===== config.mk =====
export PLATFORM = sky130hd
export DESIGN_NAME = bounded_insertable_list_unit
export DESIGN_NICKNAME = d
export VERILOG_FILES = /design/src/sv/bil_pkg.sv /design/src/sv/bil_cell.sv /design/src/sv/bounded_insertable_list_unit.sv
export SDC_FILE = /design/constraint.sdc
export NUM_CORES = 1
export LEC_CHECK = 0
export BUFFER_PORTS_ARGS = -buffer_cell sky130_fd_sc_hd__clkbuf_2
export CAP_MARGIN = 10
export CORE_ASPECT_RATIO = 0.9
export CORE_MARGIN = 5
export CORE_UTILIZATION = 44
export CTS_CLUSTER_SIZE = 30
export DETAILED_ROUTE_END_ITERATION = 10
export HOLD_SLACK_MARGIN = 0.1
export SLEW_MARGIN = 5
export SYNTH_ARGS = -nofsm -noshare
export SYNTH_HDL_FRONTEND = slang
export SYNTH_SLANG_ARGS = --single-unit

===== constraint.sdc =====
create_clock -name clk -period 9.15 [get_ports clk]
set_input_delay 1.83 -clock clk [delete_from_list [all_inputs] [get_ports clk]]
set_output_delay 1.83 -clock clk [all_outputs]
set_load 0.005 [all_outputs]

===== src/sv/bil_pkg.sv =====
// Shared types and codes for the bounded insertable list unit.
package bil_pkg;

  // Operation codes carried in the mode field
  localparam logic [2:0] MODE_PUSH_BACK  = 3'd0;
  localparam logic [2:0] MODE_PUSH_FRONT = 3'd1;
  localparam logic [2:0] MODE_INSERT_AT  = 3'd2;
  localparam logic [2:0] MODE_GET_AT     = 3'd3;
  localparam logic [2:0] MODE_POP_BACK   = 3'd4;
  localparam logic [2:0] MODE_POP_FRONT  = 3'd5;
  localparam logic [2:0] MODE_CLEAR      = 3'd6;

  // Status codes
  localparam logic [1:0] ST_OK   = 2'd0;
  localparam logic [1:0] ST_FULL = 2'd1;
  localparam logic [1:0] ST_OOB  = 2'd2;

  typedef struct packed {
    logic [2:0]  mode;
    logic [4:0]  item_index;
    logic [31:0] item_data;
  } bil_in_t;

  typedef struct packed {
    logic [1:0]  status;
    logic [31:0] read_data;
    logic [4:0]  count_now;
  } bil_out_t;

  // What one cell does with its word at the next edge
  typedef enum logic [2:0] {
    ACT_HOLD,
    ACT_LOAD,
    ACT_FROM_LEFT,
    ACT_FROM_RIGHT,
    ACT_ZERO
  } cell_act_t;

endpackage


===== src/sv/bil_cell.sv =====
// One storage cell of the list: holds a word, loads, shifts from a neighbour or zeroes.
module bil_cell #(
  parameter int DATA_W = 32
) (
  input  logic                 clk,
  input  bil_pkg::cell_act_t   act,
  input  logic [DATA_W-1:0]    new_word,
  input  logic [DATA_W-1:0]    left_word,
  input  logic [DATA_W-1:0]    right_word,
  output logic [DATA_W-1:0]    word
);
  import bil_pkg::*;

  always_ff @(posedge clk) begin
    unique case (act)
      ACT_LOAD:       word <= new_word;
      ACT_FROM_LEFT:  word <= left_word;
      ACT_FROM_RIGHT: word <= right_word;
      ACT_ZERO:       word <= '0;
      default:        word <= word;
    endcase
  end

endmodule


===== src/sv/bounded_insertable_list_unit.sv =====
// Top level of the bounded insertable list: control, row of cells and result register.
//
//  channel | direction | handshake              | payload
//  --------+-----------+------------------------+-------------------------------
//  in      | input     | in_valid / in_ready    | in_item  (mode, index, data)
//  out     | output    | out_valid / out_ready  | out_item (status, data, count)
//
// One word per cycle: the operation, a whole-list shift included, completes in
// the accepting cycle and its result sits in the output register the next.
// A new word is taken whenever the output register is empty or being drained,
// so a stall on the output side holds the input only while a result waits.
// Reset (rst, synchronous) empties the count and the output register; cells
// keep their contents, which are never read before being written.
module bounded_insertable_list_unit #(
  parameter int CAPACITY = 16,
  parameter int DATA_W   = 32
) (
  input  logic              clk,
  input  logic              rst,
  input  logic              in_valid,
  output logic              in_ready,
  input  bil_pkg::bil_in_t  in_item,
  output logic              out_valid,
  input  logic              out_ready,
  output bil_pkg::bil_out_t out_item
);
  import bil_pkg::*;

  localparam int CW    = $clog2(CAPACITY + 1);     // count width
  localparam int IW    = $clog2(CAPACITY);         // cell index width
  localparam int CMP_W = (CW > 5) ? CW : 5;        // width for index against count

  logic [CW-1:0]     count;
  logic [CW-1:0]     count_next;
  logic [DATA_W-1:0] words [CAPACITY];
  cell_act_t         acts  [CAPACITY];
  logic [DATA_W-1:0] new_word;
  logic              fire;

  // decoded operation
  logic              do_ins;
  logic              do_pop_back;
  logic              do_pop_front;
  logic              do_clear;
  logic              do_get;
  logic [CW-1:0]     ins_pos;
  logic [1:0]        status;
  logic [CMP_W-1:0]  idx_c;
  logic [CMP_W-1:0]  cnt_c;
  logic              full;
  logic [CW-1:0]     last;
  logic [DATA_W-1:0] rd_word;

  assign in_ready = !out_valid || out_ready;
  assign fire     = in_valid && in_ready;
  assign new_word = DATA_W'(in_item.item_data);
  assign idx_c    = CMP_W'(in_item.item_index);
  assign cnt_c    = CMP_W'(count);
  assign full     = (count >= CW'(CAPACITY));
  assign last     = count - CW'(1);

  // Decode the operation against the current count.
  always_comb begin
    do_ins       = 1'b0;
    do_pop_back  = 1'b0;
    do_pop_front = 1'b0;
    do_clear     = 1'b0;
    do_get       = 1'b0;
    ins_pos      = '0;
    status       = ST_OK;
    unique case (in_item.mode)
      MODE_PUSH_BACK: begin
        if (full) status = ST_FULL;
        else begin
          do_ins  = 1'b1;
          ins_pos = count;
        end
      end
      MODE_PUSH_FRONT: begin
        if (full) status = ST_FULL;
        else do_ins = 1'b1;
      end
      MODE_INSERT_AT: begin
        // out-of-range index is reported ahead of a full list
        if (idx_c > cnt_c) status = ST_OOB;
        else if (full) status = ST_FULL;
        else begin
          do_ins  = 1'b1;
          ins_pos = CW'(idx_c);
        end
      end
      MODE_GET_AT: begin
        if (idx_c >= cnt_c) status = ST_OOB;
        else do_get = 1'b1;
      end
      MODE_POP_BACK:  do_pop_back  = (count != '0);
      MODE_POP_FRONT: do_pop_front = (count != '0);
      MODE_CLEAR:     do_clear     = 1'b1;
      default: ;
    endcase
  end

  // Per-cell action: each cell compares its own place with the insert point
  // and with the count or the last occupied place.
  always_comb begin
    for (int k = 0; k < CAPACITY; k++) begin
      acts[k] = ACT_HOLD;
      if (fire) begin
        if (do_clear) acts[k] = ACT_ZERO;
        else if (do_ins) begin
          if (CW'(k) == ins_pos) acts[k] = ACT_LOAD;
          else if (CW'(k) > ins_pos && CW'(k) <= count) acts[k] = ACT_FROM_LEFT;
        end else if (do_pop_back) begin
          if (CW'(k) == last) acts[k] = ACT_ZERO;
        end else if (do_pop_front) begin
          if (CW'(k) < last) acts[k] = ACT_FROM_RIGHT;
          else if (CW'(k) == last) acts[k] = ACT_ZERO;
        end
      end
    end
  end

  always_comb begin
    priority if (do_clear) count_next = '0;
    else if (do_ins) count_next = count + CW'(1);
    else if (do_pop_back || do_pop_front) count_next = last;
    else count_next = count;
  end

  // Row of cells; the ends see zero beyond the list.
  for (genvar k = 0; k < CAPACITY; k++) begin : g_cell
    logic [DATA_W-1:0] left_w;
    logic [DATA_W-1:0] right_w;
    if (k == 0) begin : g_first
      assign left_w = '0;
    end else begin : g_mid_l
      assign left_w = words[k-1];
    end
    if (k == CAPACITY - 1) begin : g_last
      assign right_w = '0;
    end else begin : g_mid_r
      assign right_w = words[k+1];
    end
    bil_cell #(.DATA_W(DATA_W)) u_cell (
      .clk        (clk),
      .act        (acts[k]),
      .new_word   (new_word),
      .left_word  (left_w),
      .right_word (right_w),
      .word       (words[k])
    );
  end

  // Read select; drive zero unless a get is in range.
  assign rd_word = do_get ? words[IW'(in_item.item_index)] : '0;

  // Hold the count and the result register.
  always_ff @(posedge clk) begin
    if (rst) begin
      count     <= '0;
      out_valid <= 1'b0;
    end else begin
      if (fire) begin
        count     <= count_next;
        out_valid <= 1'b1;
      end else if (out_ready) begin
        out_valid <= 1'b0;
      end
    end
  end

  always_ff @(posedge clk) begin
    if (fire) begin
      out_item.status    <= status;
      out_item.read_data <= 32'(rd_word);
      out_item.count_now <= 5'(count_next);
    end
  end

endmodule


Word-level counts from Yosys, hierarchy flattened
Cells that the tools add are included.
{ "word_totals": {"inputBits": 44, "output_inout_bits": 41, "elab_cells": 404, "register_bits": 557} }
{ "classes": {"magnitude_cmp": 52, "n_reduce_logical": 44, "add_sub_neg": 2, "bitwise": 1, "muxes": 184, "eq_ne": 100} }
{ "ops": {"columns": ["operator", "count"], "rows": [
  ["32-bit one-hot mux with 4 select lines", 14],
  ["3-bit two-way mux", 112],
  ["32-bit one-hot mux with 3 select lines", 2],
  ["32-bit binary-select mux with 4-bit select", 1],
  ["3-bit by 2-bit == test with 1-bit output, second input constant", 34],
  ["4-bit by 5-bit == test with 1-bit output, first input constant", 16],
  ["2-bit two-way mux", 34],
  ["32-bit two-way mux", 2],
  ["3-bit == test, second input constant", 19],
  ["4-bit nonzero test", 14],
  ["3-bit by 1-bit == test with 1-bit output, second input constant", 17],
  ["3-bit by 5-bit == test with 1-bit output, first input constant", 8],
  ["4-bit by 5-bit greater-than comparator with 1-bit output, first input constant", 8],
  ["4-bit by 5-bit less-or-equal comparator with 1-bit output, first input constant", 8],
  ["4-bit by 5-bit < comparator with 1-bit output, first input constant", 8],
  ["5-bit two-way mux", 6],
  ["2-bit by 5-bit == test with 1-bit output, first input constant", 4],
  ["3-bit by 5-bit greater-than comparator with 1-bit output, first input constant", 4],
  ["3-bit by 5-bit less-or-equal comparator with 1-bit output, first input constant", 4],
  ["3-bit by 5-bit < comparator with 1-bit output, first input constant", 4],
  ["1-bit logical AND", 17],
  ["1-bit by 5-bit == test with 1-bit output, first input constant", 2],
  ["5-bit greater-or-equal comparator, second input constant", 2],
  ["1-bit by 5-bit greater-than comparator with 1-bit output, first input constant", 2],
  ["22 further kinds", 41]
]} }

Depth between registers and ports, before layout
Gate-level depths: netlist of the first run.
{ "logic_depth": {"depth_word": 14, "mapped_depth": 18, "mapped_depth_nobuf": 10} }

Cells and area by module
A second synthesis of the first run with hierarchy kept.
{ "hier_totals": {"cells_unflattened": 3574, "area_unflattened_um2": 37684.9} }
{ "modules_own_cells": {"columns": ["mod", "seq_area_each_um2", "area_per_inst_um2", "cells_per_inst", "n_inst"], "rows": [
  ["bil_cell", 960.9, 1898.1, 184, 16],
  ["bounded_insertable_list_unit", 1291.2, 7315.8, 630, 1]
]} }

Worst setup path before layout of the first run
OpenSTA, ideal clock, no wires.
{ "synth_timing": {"path_kind": "input -> register", "start": "input in_item[32] (netlist bit)", "end": "register g_cell[9].u_cell.word[0] (enable)", "t_arrival_ns": 8.380, "stages": 13, "path_slack_ns": 0.237, "setup_time_ns": 0.533, "required_time_ns": 8.617, "n_path_buf": 5, "path_cell_list": "clkbuf_1 buf_2 buf_1 clkbuf_1 inv_1 ha_1 nand2b_4 a211oi_4 o21ai_1 buf_2 a31oi_1 nand4_1 o311ai_0"} }
{ "synth_via": {"elab_chain_len": 12, "elab_cells_between_ends": 19, "classes_between": "order compare (2); eq/ne (5); mux (10); reduce/logical (2)"} }
{ "synth_lines": {"columns": ["item", "line", "text"], "rows": [
  ["start, declared", "bounded_insertable_list_unit.sv:22", "input bil_pkg::bil_in_t in_item,"],
  ["5-bit greater-than comparator / 5-bit two-way mux (equally long branches)", "bounded_insertable_list_unit.sv:85, bounded_insertable_list_unit.sv:86", null],
  ["5-bit two-way mux", "bounded_insertable_list_unit.sv:85", "if (idx_c > cnt_c) status = ST_OOB;"],
  ["5-bit one-hot mux with 2 select lines", "bounded_insertable_list_unit.sv:71", "unique case (in_item.mode)"],
  ["4-bit by 5-bit greater-than comparator with 1-bit output", "bounded_insertable_list_unit.sv:112", "else if (CW'(k) > ins_pos && CW'(k) <= count) acts[k] = ACT_FROM_LEFT;"],
  ["1-bit logical AND", "bounded_insertable_list_unit.sv:112", null],
  ["2-bit two-way mux", "bounded_insertable_list_unit.sv:112", null],
  ["2-bit two-way mux", "bounded_insertable_list_unit.sv:111", "if (CW'(k) == ins_pos) acts[k] = ACT_LOAD;"],
  ["3-bit two-way mux (*)", "bounded_insertable_list_unit.sv:110", "else if (do_ins) begin"],
  ["3-bit two-way mux (*)", "bounded_insertable_list_unit.sv:109", "if (do_clear) acts[k] = ACT_ZERO;"],
  ["3-bit two-way mux (*)", "bounded_insertable_list_unit.sv:108", "if (fire) begin"],
  ["3-bit by 1-bit == test with 1-bit output (tied with other cells)", "bil_cell.sv:15", "unique case (act)"],
  ["4-bit nonzero test (no source line) (*)", null, null],
  ["end signal, assigned", "bil_cell.sv:16", "ACT_LOAD: word <= new_word;"],
  ["end signal, assigned", "bil_cell.sv:17", "ACT_FROM_LEFT: word <= left_word;"],
  ["end signal, assigned", "bil_cell.sv:18", "ACT_FROM_RIGHT: word <= right_word;"],
  ["end, declared", "bil_cell.sv:10", "output logic [DATA_W-1:0] word"]
]} }
Every way passes the cells marked *; elsewhere a longest branch is shown, timed or not.
A chain may end at the register's enable or synchronous reset.

Worst setup path in the final report of the first run
{ "layout_timing": {"start": "input in_item[35] (netlist bit)", "end": "register g_cell[10].u_cell.word[28] (enable)"} }
{ "layout_via": {"elab_chain_len": 12, "elab_cells_between_ends": 19, "classes_between": "order compare (2); eq/ne (5); mux (10); reduce/logical (2)"} }
{ "layout_lines": {"columns": ["item", "line"], "rows": [
  ["5-bit greater-than comparator / 5-bit two-way mux (equally long branches)", "bounded_insertable_list_unit.sv:85, bounded_insertable_list_unit.sv:86"],
  ["5-bit two-way mux", "bounded_insertable_list_unit.sv:85"],
  ["5-bit one-hot mux with 2 select lines", "bounded_insertable_list_unit.sv:71"],
  ["4-bit by 5-bit greater-than comparator with 1-bit output", "bounded_insertable_list_unit.sv:112"],
  ["1-bit logical AND", "bounded_insertable_list_unit.sv:112"],
  ["2-bit two-way mux", "bounded_insertable_list_unit.sv:112"],
  ["2-bit two-way mux", "bounded_insertable_list_unit.sv:111"],
  ["3-bit two-way mux (*)", "bounded_insertable_list_unit.sv:110"],
  ["3-bit two-way mux (*)", "bounded_insertable_list_unit.sv:109"],
  ["3-bit two-way mux (*)", "bounded_insertable_list_unit.sv:108"],
  ["3-bit by 1-bit == test with 1-bit output (tied with other cells)", "bil_cell.sv:15"],
  ["4-bit nonzero test (no source line) (*)", null],
  ["end signal, assigned", "bil_cell.sv:16"],
  ["end signal, assigned", "bil_cell.sv:17"],
  ["end signal, assigned", "bil_cell.sv:18"],
  ["end, declared", "bil_cell.sv:10"]
]} }
Marks and branches as above.

==> results of run 1 <==
[cells in the mapped netlist (10+ instances only)]
cell,instances
a211oi_1,13
a21o_1,70
a21oi_1,27
a221o_1,96
a221oi_1,33
a22o_1,130
a32o_1,33
and2_1,38
and3_1,39
buf_1,21
buf_2,64
clkbuf_1,168
edfxtp_1,551
ha_1,12
mux2_4,29
mux2i_1,386
mux4_2,159
nand2_1,204
nand3_1,44
nor2_1,108
nor2b_1,68
nor3_1,18
o21ai_0,61
o21ai_1,10
o2bb2ai_1,33
[path summary, 6_finish.rpt]
check | to | from | slack, ns
worst max-delay path | g_cell[10].u_cell.word[28] | in_item[35] | 2.75
worst min-delay path | out_valid | out_valid | 0.55
worst max register to register | g_cell[14].u_cell.word[2] | cnt_c[1] | 2.95
worst min register to register | out_valid | out_valid | 0.55
[tightest hold or removal path, stage by stage (launching register included)]
cell,delay (ns)
dfxtp_1,0.31
nand2b_1,0.11
a21oi_1,0.08
[registers in the layout, indices dropped and copies added, names as in the netlist]
signal              flops
out_item               39
out_valid               1
cnt_c                   5
g_cell.u_cell.word    512
[metal layers]
metal / GRT usage, % / share of wire (%) / vias to the layer above
met3: 9.020 / 12 / 369
met1: 41.23 / 39 / 12860
met2: 46.44 / 44 / 1797
li1: - / - / 10230
met4: 11.39 / 4.4 / 12
met5: 0 / 0.068 / -
[final cells by class]
type	count	share of cell area, %
tap	1029	3.452
multi-input combinational	1733	43.24
clock inverter	31	0.8153
clock buffer	84	4.838
antenna	5	0.03355
timing repair buffer	166	2.835
inverter	9	0.09394
sequential	557	44.69
[cell families (layout without fill, tap and decap cells)]
logic type,Yosys count,in the layout
muxes,577,577
AOI/OAI and AO/OA,568,568
and+or+nand+nor,567,567
DFF,557,557
buffers and inverters,273,290
adders and majority gates,12,12
xor gates and xnor gates,9,9
other,0,5
[metrics by stage]
stage | cell area (µm²) | utilization, % | cells | setup slack [ns]
global placement | 35160 | 46.39 | 3493 | 2.254
finish | 37290 | 49.20 | 3614 | 2.746
CTS | 37280 | 49.19 | 3609 | 2.887
global route | 37280 | 49.19 | 3610 | 2.576
floorplan | 33470 | - | 2563 | 0.2371
detailed placement | 35170 | 46.41 | 3494 | 2.247
[power by group]
group	internal, mW	switching [mW]	leakage, nW
Combinational	0.438	0.704	7.82
Clock	1.56	1.10	1.02
Sequential	3.03	0.126	5.17
Total	5.03	1.93	14.0
==> key figures, run 1 <==
Run status
  • Status: complete, no violations

STA
  • Final Skew: 0.01288 ns
  • Max Clock Freq: 0.1561 GHz
  • RSZ-0062 raised after global routing: false
  • Final setup fails: 0
  • Setup TNS: 0 ns
  • Crit path time final: between 6 and 7 ns
  • Slew at the pin closest to its max-slew limit: around 1.3 ns
  • Fin crit share: 69.99%
  • Slew headroom: about a tenth
  • Final hold viol count: 0
  • Max-slew violations: 0
  • Hold Worst Slack: 0.5531 ns

Synthesis
  • Yosys top cell by area: edfxtp_1
  • Post-synth EDFFs: 551
  • Largest family of logic cells by synthesized area: multiplexers
  • Mux contribution to synthesized area: 23.64%
  • Avg Inst Size Synth: 13.06 µm²
  • Yosys cell types: 80
  • XOR/XNOR share of the synthesized area: 0.2355%
  • Cell Area, Synth: 33,470 µm²
  • Net count after synthesis: 2,619
  • Yosys reg bits: 557
  • Asr flop ratio synth: 0%
  • Synth Area in Simple Gates: about 8.3%
  • Synth Flop Type: edfxtp_1
  • Yosys warns: 0
  • Synth area leaders: edfxtp_1 (49%), mux2i_1 (12%), mux4_2 (11%)
  • Sequential share of the synthesized area: roughly half
  • Post-synthesis compound-gate area fraction: ~14%
  • Synth Area in Adders: 0.4485%
  • Post-Syn Instances: 2,563
  • Yosys top cell area share: 49.43%

Worst hold path
  • WHS Path Cells: 2
  • Hold WC Path Type: flop to flop

Critical path
  • Startpoint Class: primary input
  • Worst reg-to-reg path cell count: 13
  • Max incr delay on CP: 0.64 ns
  • Crit path max-delay family: buffers and inverters
  • Crit-path slowest cell: buf_4
  • Most frequent CP cell: buf_4
  • CP Cell Sequence: clkbuf_2 -> buf_4 -> ha_1 -> nand2_1 -> a211oi_4 -> o21ai_1 -> buf_4 -> a21o_1 -> buf_4 -> nand2_1 -> a221oi_4 -> buf_4 -> a211oi_4 -> buf_4 -> o41ai_2 -> buf_4
  • CP max FO: 37
  • Setup crit end kind: flop
  • CP Class: primary input to flop
  • Buf/Inv on CP: 7
  • CP arrival: 6.64 ns
  • Crit path required time: 9.39 ns
  • Critical path depth in cells: 16

Cells and area
  • Fraction of layout cells with a size suffix above 1: 20.39%
  • # fillers: 6,608
  • Most common cell after layout, fill and taps aside: edfxtp_1
  • Nets: 2,589
  • Multi-input gate area: around 16,000 µm²
  • Area grow syn2layout: 11.41%
  • Commonest non-fill, non-tap cells in the layout: edfxtp_1 (551), mux2i_1 (386), nand2_1 (200)
  • FF+latch area: ~17,000 µm²

Detailed routing
  • Routed WL: 127,200 µm
  • Post-DR vias/cell: between 6 and 7
  • TritonRoute pass-1 iters: 8
  • Post-route ant nets: 0
  • Routed vias: 25.27k
  • Wirelength per Cell: 35.20 µm
  • Starting DRT DRC Count: around 3.8k
  • Residual DRC count: 0

Clock tree
  • Insertion delay to the later sink of the worst-skew pair: about 0.6 ns
  • CTS tree: built
  • CTS resizes: 0
  • CTS max path bufs: 3
  • Post-CTS Setup Bufs: 0
  • CTS root buffer: clkbuf_16
  • CTS clk-pin slew, worst paths: about 0.060 ns
  • Hold-fix buffers, CTS: 0
  • Clock Sinks: roughly 560
  • Total CTS buffers: 66
  • H-tree depth: 3

Floorplan
  • Row cnt: 96
  • Die Y: 271.7 µm
  • Die X-Extent: 300.7 µm
  • Initial core utilization: 44.16%
  • Core area: 75,790 µm²
  • Die area: 81,700 µm²
  • Top Ports: 85

Job
  • Max-cap violations: 0

Power and ir drop
  • Worst-case vdd ir drop: about 0.13 mV
  • Cell Pwr Density: between 150 and 200 nW/µm²
  • Pwr Total: 6.956 mW
  • Pleak: 14.00 nW

Global routing
  • First-pass GRT wire length: 182,300 µm
  • Vias in the first global route: 25.07k
  • Largest net degree at the start of global routing: a little under 60
  • Total GRT Usage: 30.38%
  • Initial antenna violation count: 15
  • Gr ovfl total: 0

Placement
  • DPL Wire Length: 74,030 µm
  • Port bufs: 84
  • RePlAce Congestion: 0.9065
(Power assumes the default switching activity.)
==> inputs of run 2 (changes only) <==
==> constraint.sdc (replaced) <==
create_clock -name clk -period 5.61 [get_ports clk]
set_input_delay 1.122 -clock clk [delete_from_list [all_inputs] [get_ports clk]]
set_output_delay 1.122 -clock clk [all_outputs]
set_load 0.005 [all_outputs]
==> run 2 against run 1 <==
Sequential share of layout area fell by 0.18 points. First-iteration DRC count rose by 1.0%. Design area rose by 0.40%. Highest routed layer unchanged.
==> key figures, run 2 (same netlist as run 1, synthesis figures left out) <==
Critical path
  • Startpoint Class: flop
  • Reg-to-reg critical path endpoint: g_cell[13].u_cell.word[15]
  • Crit path launch: cnt_c[1]
  • CP arrival: 5.06 ns (-1.58 ns)
  • Worst reg-to-reg path cell count: 11 (-2)
  • CP max FO: 32 (-14%)
  • CP Class: flop to flop
  • Crit path required time: 5.97 ns (-3.42 ns)
  • Launch point of the worst reg-to-reg path: cnt_c[1]
  • Setup crit end kind: flop
  • Reg2Reg Setup Slack: 0.92 ns (-2.03 ns)

STA
  • Final setup fails: 0 (unchanged)
  • Setup WS post-layout: 0.9155 ns (-1.830 ns)
  • Final hold viol count: 0 (unchanged)
  • Crit path time final: about 4.7 ns
  • Max-slew violations: 0 (unchanged)
  • Slew at the pin closest to its max-slew limit: 1.144 ns (-0.2025 ns)
  • Fin crit share: 83.68%
  • Max Clock Freq: ~0.21 GHz
  • Setup TNS: 0 ns (unchanged)
  • RSZ-0062 raised after global routing: false
  • Slew headroom: 23.77% (+14 points)
  • Final Skew: 0.03218 ns (+0.01930 ns)

Floorplan
  • Initial core utilization: 44.16% (unchanged)
  • Die area: 81,700 µm² (unchanged)
  • Core area: 75,790 µm² (unchanged)
  • Top Ports: 85 (unchanged)
  • Die Y: 271.7 µm (unchanged)
  • Die X-Extent: 300.7 µm (unchanged)
  • Row cnt: 96 (unchanged)

Clock tree
  • CTS max path bufs: 3 (unchanged)
  • Insertion delay to the later sink of the worst-skew pair: 0.65 ns (+0.04 ns)
  • CTS clk-pin slew, worst paths: 0.06 ns (about the same)
  • H-tree depth: 2 (-1)
  • Clock Sinks: 557 (unchanged)
  • Hold-fix buffers, CTS: 0 (unchanged)
  • CTS root buffer: clkbuf_16
  • CTS tree: built
  • Post-CTS Setup Bufs: 0 (unchanged)
  • Total CTS buffers: 61 (-7.6%)
  • CTS resizes: 0 (unchanged)

Worst hold path
  • Hold WC Path Type: flop to flop
  • Hold Path End: out_valid
  • Hold Startpoint: out_valid
  • WHS Path Cells: 2 (unchanged)

Placement
  • RePlAce Congestion: 0.9278 (+2.3%)
  • Port bufs: 84 (unchanged)
  • Pre-CTS setup slack: 0.6204 ns (-1.626 ns)
  • DPL Wire Length: 74,660 µm (+0.86%)
  • Placed Area: 35,570 µm² (+1.1%)

Power and ir drop
  • Pleak: 14.10 nW (+0.67%)
  • Cell Pwr Density: 294.1 nW/µm² (+58%)
  • Worst-case vdd ir drop: 0.2427 mV (+89%)
  • Pwr Total: 11.01 mW (+58%)

Global routing
  • Gr ovfl total: 0 (unchanged)
  • Total GRT Usage: 31.59% (+1.2 points)
  • First-pass GRT wire length: 189,300 µm (+3.9%)
  • Vias in the first global route: 25.62k (+2.2%)
  • Largest net degree at the start of global routing: 65 (+12%)
  • Initial antenna violation count: 8 (-7)

Detailed routing
  • TritonRoute pass-1 iters: 7 (-1)
  • Post-DR vias/cell: 7.104 (+1.6%)
  • Starting DRT DRC Count: 3,859 (+1.0%)
  • Routed WL: 132,900 µm (+4.5%)
  • Wirelength per Cell: 36.50 µm (+3.7%)
  • Residual DRC count: 0 (unchanged)
  • Routed vias: 25.87k (+2.4%)
  • Post-route ant nets: 0 (unchanged)

Job
  • Max-cap violations: 0 (unchanged)

Cells and area
  • Fraction of layout cells with a size suffix above 1: 21.12% (+0.73 points)
  • Post-Layout Inst Area: 37,440 µm² (+0.40%)
  • Most common cell after layout, fill and taps aside: edfxtp_1
  • Biggest register: g_cell.u_cell.word
  • Commonest non-fill, non-tap cells in the layout: edfxtp_1 (551), mux2i_1 (386), nand2_1 (200)
  • Nets: 2,615 (+1.0%)
  • Fin util: 49.40% (+0.20 points)
  • # fillers: 6,510 (-1.5%)
  • Area grow syn2layout: 11.86%
  • Max reg flops: 512 (unchanged)

Run status
  • Status: complete, no violations
run 2: cell count changes in the layout (fill, tap and decap cells not counted), moves of 3 or more:
cell / before / now
buf_4: 82 / 103
buf_12: 0 / 11
clkbuf_16: 70 / 63
clkbuf_1: 14 / 18
clkinv_2: 6 / 10
bufinv_16: 6 / 3
run 2: worst max path at each step:
stage / to / slack [ns] / cells after the start
detailed placement: g_cell[6].u_cell.word[12] / 0.62 / 11
global placement: g_cell[6].u_cell.word[2] / 0.72 / 11
CTS: g_cell[8].u_cell.word[26] / 1.12 / 12
floorplan: g_cell[10].u_cell.word[0] / 0.05 / 13
global route: g_cell[8].u_cell.word[26] / 0.90 / 12
finish: g_cell[13].u_cell.word[15] / 0.92 / 11
run 2: power breakdown:
| part | switching [mW] | internal (mW) |
|---|---|---|
| logic | 1.20 | 0.744 |
| clock network | 1.76 | 2.18 |
| registers | 0.190 | 4.94 |
run 2: final cells by class:
cell class	instances	area [µm²]	share of cell area (%)
flip-flops and latches	557	16670	44.51
multi-input cells	1733	16150	43.14
clock buffers	81	1644	4.391
repair buffers	197	1424	3.803
well taps	1029	1287	3.439
clock inverters	32	224.0	0.5982
inverters	9	35.03	0.09357
diodes	3	7.507	0.02005
run 2: routing by layer:
metal,share of wire [%],wire length (µm),vias to the layer above,GRT usage (%)
li1,-,-,10280,-
met2,45,59180,2043,48.60
met5,0.052,69,-,0.05952
met3,14,18130,472,11.10
met4,5.0,6629,10,12.50
met1,37,48890,13060,41.17
run 2: worst max-delay path: stages (launching register included):
cell	delay (ns)
dfxtp_1	0.29
buf_4	0.19
inv_1	0.28
ha_1	0.53
xor2_1	0.46
nand2_1	0.15
o41ai_1	0.78
a221oi_1	0.33
a221oi_4	0.25
buf_4	0.68
nor2b_1	0.14
a221o_1	0.30
run 2: metrics by stage:
stage,cells,hold WS [ns]
3_3_place_gp,3525,0.5082
4_1_cts,3638,0.5424
3_5_place_dp,3525,0.5247
5_1_grt,3638,0.5822
2_1_floorplan,2563,0.5305
6_report,3641,0.5417
